File: src/cse_pkg.sv
// Shared types, codes and constants for the 8080 subset executor.
package cse_pkg;

    // Byte memory size and its address width.
    localparam int unsigned MEM_DEPTH = 65536;
    localparam int unsigned MEM_AW    = $clog2(MEM_DEPTH);

    // Result status codes.
    localparam logic [1:0] ST_OK     = 2'd0;
    localparam logic [1:0] ST_UNIMP  = 2'd1;
    localparam logic [1:0] ST_HALTED = 2'd2;

    // Input item kinds.
    localparam logic KIND_LOAD = 1'b0;
    localparam logic KIND_EXEC = 1'b1;

    // Opcodes of the implemented set.
    localparam logic [7:0] OP_NOP0  = 8'h00;
    localparam logic [7:0] OP_NOP1  = 8'h08;
    localparam logic [7:0] OP_NOP2  = 8'h10;
    localparam logic [7:0] OP_NOP3  = 8'h18;
    localparam logic [7:0] OP_NOP4  = 8'h20;
    localparam logic [7:0] OP_NOP5  = 8'h28;
    localparam logic [7:0] OP_NOP6  = 8'h30;
    localparam logic [7:0] OP_NOP7  = 8'h38;
    localparam logic [7:0] OP_LXI_B = 8'h01;
    localparam logic [7:0] OP_LXI_D = 8'h11;
    localparam logic [7:0] OP_LXI_H = 8'h21;
    localparam logic [7:0] OP_LXI_SP = 8'h31;
    localparam logic [7:0] OP_STAX_B = 8'h02;
    localparam logic [7:0] OP_STAX_D = 8'h12;
    localparam logic [7:0] OP_LDAX_B = 8'h0A;
    localparam logic [7:0] OP_LDAX_D = 8'h1A;
    localparam logic [7:0] OP_INX_B = 8'h03;
    localparam logic [7:0] OP_INX_D = 8'h13;
    localparam logic [7:0] OP_DCX_B = 8'h0B;
    localparam logic [7:0] OP_DCX_D = 8'h1B;
    localparam logic [7:0] OP_INR_B = 8'h04;
    localparam logic [7:0] OP_INR_C = 8'h0C;
    localparam logic [7:0] OP_INR_D = 8'h14;
    localparam logic [7:0] OP_INR_E = 8'h1C;
    localparam logic [7:0] OP_INR_H = 8'h24;
    localparam logic [7:0] OP_INR_L = 8'h2C;
    localparam logic [7:0] OP_INR_M = 8'h34;
    localparam logic [7:0] OP_INR_A = 8'h3C;
    localparam logic [7:0] OP_DCR_B = 8'h05;
    localparam logic [7:0] OP_DCR_C = 8'h0D;
    localparam logic [7:0] OP_DCR_D = 8'h15;
    localparam logic [7:0] OP_DCR_E = 8'h1D;
    localparam logic [7:0] OP_MVI_B = 8'h06;
    localparam logic [7:0] OP_MVI_C = 8'h0E;
    localparam logic [7:0] OP_MVI_D = 8'h16;
    localparam logic [7:0] OP_MVI_E = 8'h1E;
    localparam logic [7:0] OP_RLC   = 8'h07;
    localparam logic [7:0] OP_RRC   = 8'h0F;
    localparam logic [7:0] OP_RAL   = 8'h17;
    localparam logic [7:0] OP_RAR   = 8'h1F;
    localparam logic [7:0] OP_DAD_B = 8'h09;
    localparam logic [7:0] OP_DAD_D = 8'h19;
    localparam logic [7:0] OP_MOV_BC = 8'h41;
    localparam logic [7:0] OP_MOV_BD = 8'h42;
    localparam logic [7:0] OP_MOV_BE = 8'h43;

    // Register codes held in opcode bits 5:3.
    localparam logic [2:0] R_B = 3'd0;
    localparam logic [2:0] R_C = 3'd1;
    localparam logic [2:0] R_D = 3'd2;
    localparam logic [2:0] R_E = 3'd3;
    localparam logic [2:0] R_H = 3'd4;
    localparam logic [2:0] R_L = 3'd5;

    // Input item.
    typedef struct packed {
        logic        kind;
        logic [15:0] load_address;
        logic [7:0]  load_data;
    } in_item_t;

    // Result item.
    typedef struct packed {
        logic [1:0]  status;
        logic [15:0] prog_counter;
        logic [15:0] stack_ptr;
        logic [7:0]  accum;
        logic [15:0] pair_bc;
        logic [15:0] pair_de;
        logic [15:0] pair_hl;
        logic [4:0]  flag_bits;
        logic [3:0]  state_count;
    } out_item_t;

    // Classified entry passed from the front end to the execution unit.
    typedef struct packed {
        logic        is_exec;
        logic [15:0] addr;
        logic [7:0]  data;
    } queue_entry_t;

    // Flags after an increment or decrement: S Z AC P CY.
    function automatic logic [4:0] incdec_flags(input logic [7:0] r, input logic ac,
                                                input logic cy);
        incdec_flags = {r[7], (r == 8'h00), ac, ~^r, cy};
    endfunction

endpackage

File: src/cse_front.sv
// Front end: accepts input transfers, classifies them and queues them.
module cse_front (
    input  logic                  aclk,
    input  logic                  aresetn,
    input  logic                  s_valid,
    output logic                  s_ready,
    input  cse_pkg::in_item_t     s_data,
    output logic                  q_valid,
    input  logic                  q_ready,
    output cse_pkg::queue_entry_t q_entry
);
    cse_pkg::queue_entry_t slot_reg [2];
    logic       wr_ptr_reg, wr_ptr_next;
    logic       rd_ptr_reg, rd_ptr_next;
    logic [1:0] count_reg, count_next;
    logic       push, pop;

    // Two-entry queue handshake.
    assign s_ready = (count_reg != 2'd2);
    assign q_valid = (count_reg != 2'd0);
    assign q_entry = slot_reg[rd_ptr_reg];
    assign push    = s_valid && s_ready;
    assign pop     = q_valid && q_ready;

    always_comb begin
        wr_ptr_next = push ? ~wr_ptr_reg : wr_ptr_reg;
        rd_ptr_next = pop ? ~rd_ptr_reg : rd_ptr_reg;
        count_next  = count_reg + {1'b0, push} - {1'b0, pop};
    end

    // Pointers and fill count.
    always_ff @(posedge aclk) begin
        if (!aresetn) begin
            wr_ptr_reg <= 1'b0;
            rd_ptr_reg <= 1'b0;
            count_reg  <= 2'd0;
        end else begin
            wr_ptr_reg <= wr_ptr_next;
            rd_ptr_reg <= rd_ptr_next;
            count_reg  <= count_next;
        end
    end

    // Classify the item as it is stored.
    always_ff @(posedge aclk) begin
        if (push) begin
            slot_reg[wr_ptr_reg].is_exec <= (s_data.kind == cse_pkg::KIND_EXEC);
            slot_reg[wr_ptr_reg].addr    <= s_data.load_address;
            slot_reg[wr_ptr_reg].data    <= s_data.load_data;
        end
    end
endmodule

File: config.mk
export PLATFORM = sky130hd
export DESIGN_NAME = cse_front
export DESIGN_NICKNAME = d
export VERILOG_FILES = /design/src/cse_pkg.sv /design/src/cse_front.sv
export SDC_FILE = /design/constraint.sdc
export NUM_CORES = 1
export LEC_CHECK = 0
export BUFFER_PORTS_ARGS = -buffer_cell sky130_fd_sc_hd__buf_2
export CORE_MARGIN = 3
export CORE_UTILIZATION = 35
export CTS_BUF_LIST = sky130_fd_sc_hd__clkbuf_16
export DETAILED_ROUTE_END_ITERATION = 10
export HOLD_SLACK_MARGIN = 0.1
export PLACE_DENSITY_LB_ADDON = 0.15
export SYNTH_ARGS = -nofsm -noshare
export SYNTH_HDL_FRONTEND = slang
export SYNTH_SLANG_ARGS = --single-unit
File: constraint.sdc
create_clock -name aclk -period 4.8 [get_ports aclk]
set_clock_uncertainty 0.05 [all_clocks]
set_input_delay 0.96 -clock aclk [delete_from_list [all_inputs] [get_ports aclk]]
set_output_delay 0.96 -clock aclk [all_outputs]
set_load 0.005 [all_outputs]
# Yosys cells after proc, flatten, opt, wreduce, memory -nomap -nowiden
# Memories as Yosys holds them, arrays and structs flattened. A register that Yosys moved wholly into a read port is not among the register bits.
# Index checks and enable logic that the tools add are counted.
# W data, S select, Z words.
# totals
mem_count	1
out_inout_bits	27
elab_cells	16
inputBits	29
ff_bits	4
ram_bits	50
# op_classes
add_sub_neg	2
bitwise_logic	2
n_mux	4
n_eq_ne	1
reduce_logical	3
# mem_list
name	depth	width	read_ports	rd_ports_with_merged_regs	write_ports	line	source
slot_reg	2	25	1	1	1	cse_front.sv:12	cse_pkg::queue_entry_t slot_reg [2];
# op_table
op	n
$mux W1	4
$add A2 B1 Y2	1
$logic_and A1 B1 Y1	2
$ne A2 B2 Y1 const B	1
$not A1 Y1	2
$reduce_bool A2 Y1	1
$sub A2 B1 Y2	1

# Logic depth before layout (Yosys ltp)
# logic_depth
ltp_word	4
ltp_mapped	8
depth_no_buf	8

# Least setup slack after synthesis
# Ideal clock, no wire load.
# synth_path
kind	input port to flip-flop
startpoint	input s_valid
endpoint	memory slot_reg[0][0] in the netlist's numbering, enable pin
cell_stages	2
t_arrival_ps	2120
setup_time_ps	407
setup_slack_ps	2224
required_time_ps	4343
n_path_buf	0
cell_sequence	nand2_1 nor2_1
# synth_via
elab_chain_len	3
# synth_lines
item	line	source
from (decl)	cse_front.sv:5	input logic s_valid,
$logic_and A1 B1 Y1	cse_front.sv:22	assign push = s_valid && s_ready;
$mux W1	cse_front.sv:46	if (push) begin
$mux W1 (implied by the code)	cse_front.sv:49	slot_reg[wr_ptr_reg].data <= s_data.load_data;
to (decl)	cse_front.sv:12	
# No other way between the ends.

==> run summary <==
Synth area leaders -> edfxtp_1, mux2_4, dfxtp_1, mux2_2, buf_12
Worst r2r path cells -> 4
Post-Synthesis Cells -> 102
Switching Fraction -> 24.5%
Worst Hold End -> wr_ptr_reg
First-pass GRT wire length -> 5.55 mm
Total grt overflow -> 0
Core area -> 5710 um^2
Total Wirelength -> 3.38 mm
Post-synth top area share -> 70.0%
Max FFs per register -> 50
EDFF count, synth -> 50
Syn Area/Cell -> 21.0 um^2
Crit start category -> register
TritonCTS clock tree -> yes
Period utilization -> 56.0%
Setup TNS -> 0 ps
# hold bufs at CTS -> 0
Largest net degree at the start of global routing -> 26
Top cell type by total area after synthesis -> edfxtp_1
Total number of vias -> 1053
Layout cell share with drive strength beyond 1 -> 57.3%
Internal Power -> 0.000984 W
#FFs+latches synth -> 55
Root Driver -> clkbuf_16
Cts repair resizes -> 0
PwrDens -> 497 nW/um^2
Die width -> 84.3 um
Initial Util -> 37.6%
Fillcell total -> 509
Rel. slew slack -> 45.9%
Setup violators final -> 0
Vias per cell -> 4.46
R2R Path End -> slot_reg[0][3]
Minimum clock period after layout -> 2690 ps
Die height -> 84.3 um
Vias in the first global route -> 1152
Placed cells -> 228
Max-slew violation count -> 0
Maximum VDD drop -> 0.192 mV
Critical path endpoint category -> primary output
Syn nets -> 133
DRC errors left -> 0
Peak Freq -> 0.372 GHz
Synth async-reset ratio -> 0%
Max-Cap Viols -> 0
IO buf count -> 55
RSZ-0062 raised after global routing -> no
Critical path class -> reg2out
NetSw -> 0.000320 W
R2R setup slack -> 2940 ps
TritonCTS Sinks -> 55
CP arrival -> 1680 ps
Min-Delay Startpoint -> wr_ptr_reg
Drt first-iter violations -> 34
Nets -> 194
Clk_lat worst skew -> 280 ps
Final Hold Fails -> 0
Site Rows -> 27
Worst-margin pin slew -> 811 ps
Num CTS Buffers -> 5
Final core utilization -> 45.9%
Sequential share of power -> 50.7%
Register area share after synthesis -> 74.7%
Post-CTS setup buffers -> 0
Min-Delay Path Class -> reg2reg
Hold Crit Depth -> 2
Comb power frac -> 22.9%
GPL Wtd Cong -> 0.636
Clk pwr share -> 26.3%
Synthesized cell area -> 2140 um^2
Dpl cell area -> 2480 um^2
Pre-antenna DRT Iters -> 4
Top FF cell, synth -> edfxtp_1
Initial antenna violation count -> 0
Ys Warns -> 0
GRT Total Usage -> 10.0%
Data required, critical path -> 3790 ps
H-Tree Depth -> 2
CP Max Fanout -> 25
Ports -> 56
Yosys cell types -> 18
Ant diodes -> 0
Clk buf depth -> 2
Final cell count without fillers -> 236
RR Startpoint -> count_reg[0]
Detail Route Antenna Nets -> 0
HPWL after detailed placement -> 2.39 mm
Reg clk slew, reported paths -> 60 ps
Synth-to-Final Area Change -> 22.3%
Top cells by count, synth -> edfxtp_1, mux2_4, dfxtp_1, mux2_2, xnor2_1
Top-count cell post-synth -> edfxtp_1
LEAKAGE -> 1.03 nW
Average wire per standard cell -> 14.3 um
Status -> finished clean
Die footprint -> 7100 um^2
Final std cell area, no fill -> 2620 um^2
==> metal layers <==
metal	vias up	global-route usage [%]	part of all wire [%]
met3	2	4.02	6.3
met2	32	17.3	53
met1	509	11.3	40
met4	0	3.51	0.65
li1	510	-	-
met5	-	0	0
==> through the flow <==
step	power, W	worst slack (ps)	hold WS [ps]
3_5_place_dp	0.000982	2340	452
6_report	0.00130	2110	457
4_1_cts	0.00133	2070	464
5_1_grt	0.00138	2010	479
3_3_place_gp	0.000973	2400	430
2_1_floorplan	0.000884	2220	405
==> worst max-delay path, cell delays in order, from the launching register on <==
cell	delay, ps
dfxtp_2	860
mux2_2	410
buf_2	130
==> how the worst max path moves through the flow <==
stage / to / cells after the start
2_1_floorplan: slot_reg[0][0] / 2
3_3_place_gp: q_entry[1] / 2
3_5_place_dp: slot_reg[0][18] / 4
4_1_cts: q_entry[1] / 2
5_1_grt: q_entry[1] / 2
6_report: q_entry[1] / 2
==> power by group through the flow <==
| stage | combinational (W) | clock (W) | sequential (W) |
|---|---|---|---|
| detailed placement | 0.000308 | 0 | 0.000674 |
| global placement | 0.000303 | 0 | 0.000670 |
| floorplan | 0.000252 | 0 | 0.000632 |
| CTS | 0.000308 | 0.000356 | 0.000664 |
| finish | 0.000299 | 0.000343 | 0.000662 |
| global route | 0.000331 | 0.000377 | 0.000672 |
==> cell usage in the layout, fill, tap and decap left out <==
| master | n |
|---|---|
| mux2_4 | 20 |
| or2_2 | 1 |
| buf_4 | 2 |
| mux2i_1 | 1 |
| clkinv_2 | 1 |
| clkbuf_16 | 5 |
| clkinvlp_4 | 2 |
| nand2b_1 | 2 |
| nor2_2 | 1 |
| and3_1 | 1 |
| mux2_2 | 5 |
| nand2_1 | 2 |
| ha_1 | 2 |
| o21a_2 | 1 |
| dfxtp_2 | 1 |
| and2_1 | 2 |
| dfxtp_1 | 4 |
| xnor2_1 | 3 |
| buf_2 | 55 |
| edfxtp_1 | 50 |
| inv_1 | 1 |
| nor2b_1 | 2 |
==> cell type report <==
class	count	area (um^2)	share of cell area (%)
Tap cell	72	90.1	3.44
Multi-Input combinational cell	43	490	18.7
Clock inverter	3	20.0	0.763
Timing Repair Buffer	57	290	11.1
Clock buffer	5	125	4.77
Inverter	1	3.75	0.143
Sequential cell	55	1600	61.1
==> cell families (layout without fill, tap and decap cells) <==
family | count (synthesis) | count (layout) | share of synthesized area, %
AO/OA/AOI/OAI | 1 | 1 | 0.408
XOR/XNOR | 3 | 3 | 1.23
buffers and inverters | 4 | 66 | 2.57
flip-flops | 55 | 55 | 74.7
AND/OR/NAND/NOR | 11 | 11 | 2.86
adder cells (fa/ha/maj) | 2 | 2 | 1.17
multiplexers | 26 | 26 | 17.1
Note: power is estimated with default switching activity, not from simulation.
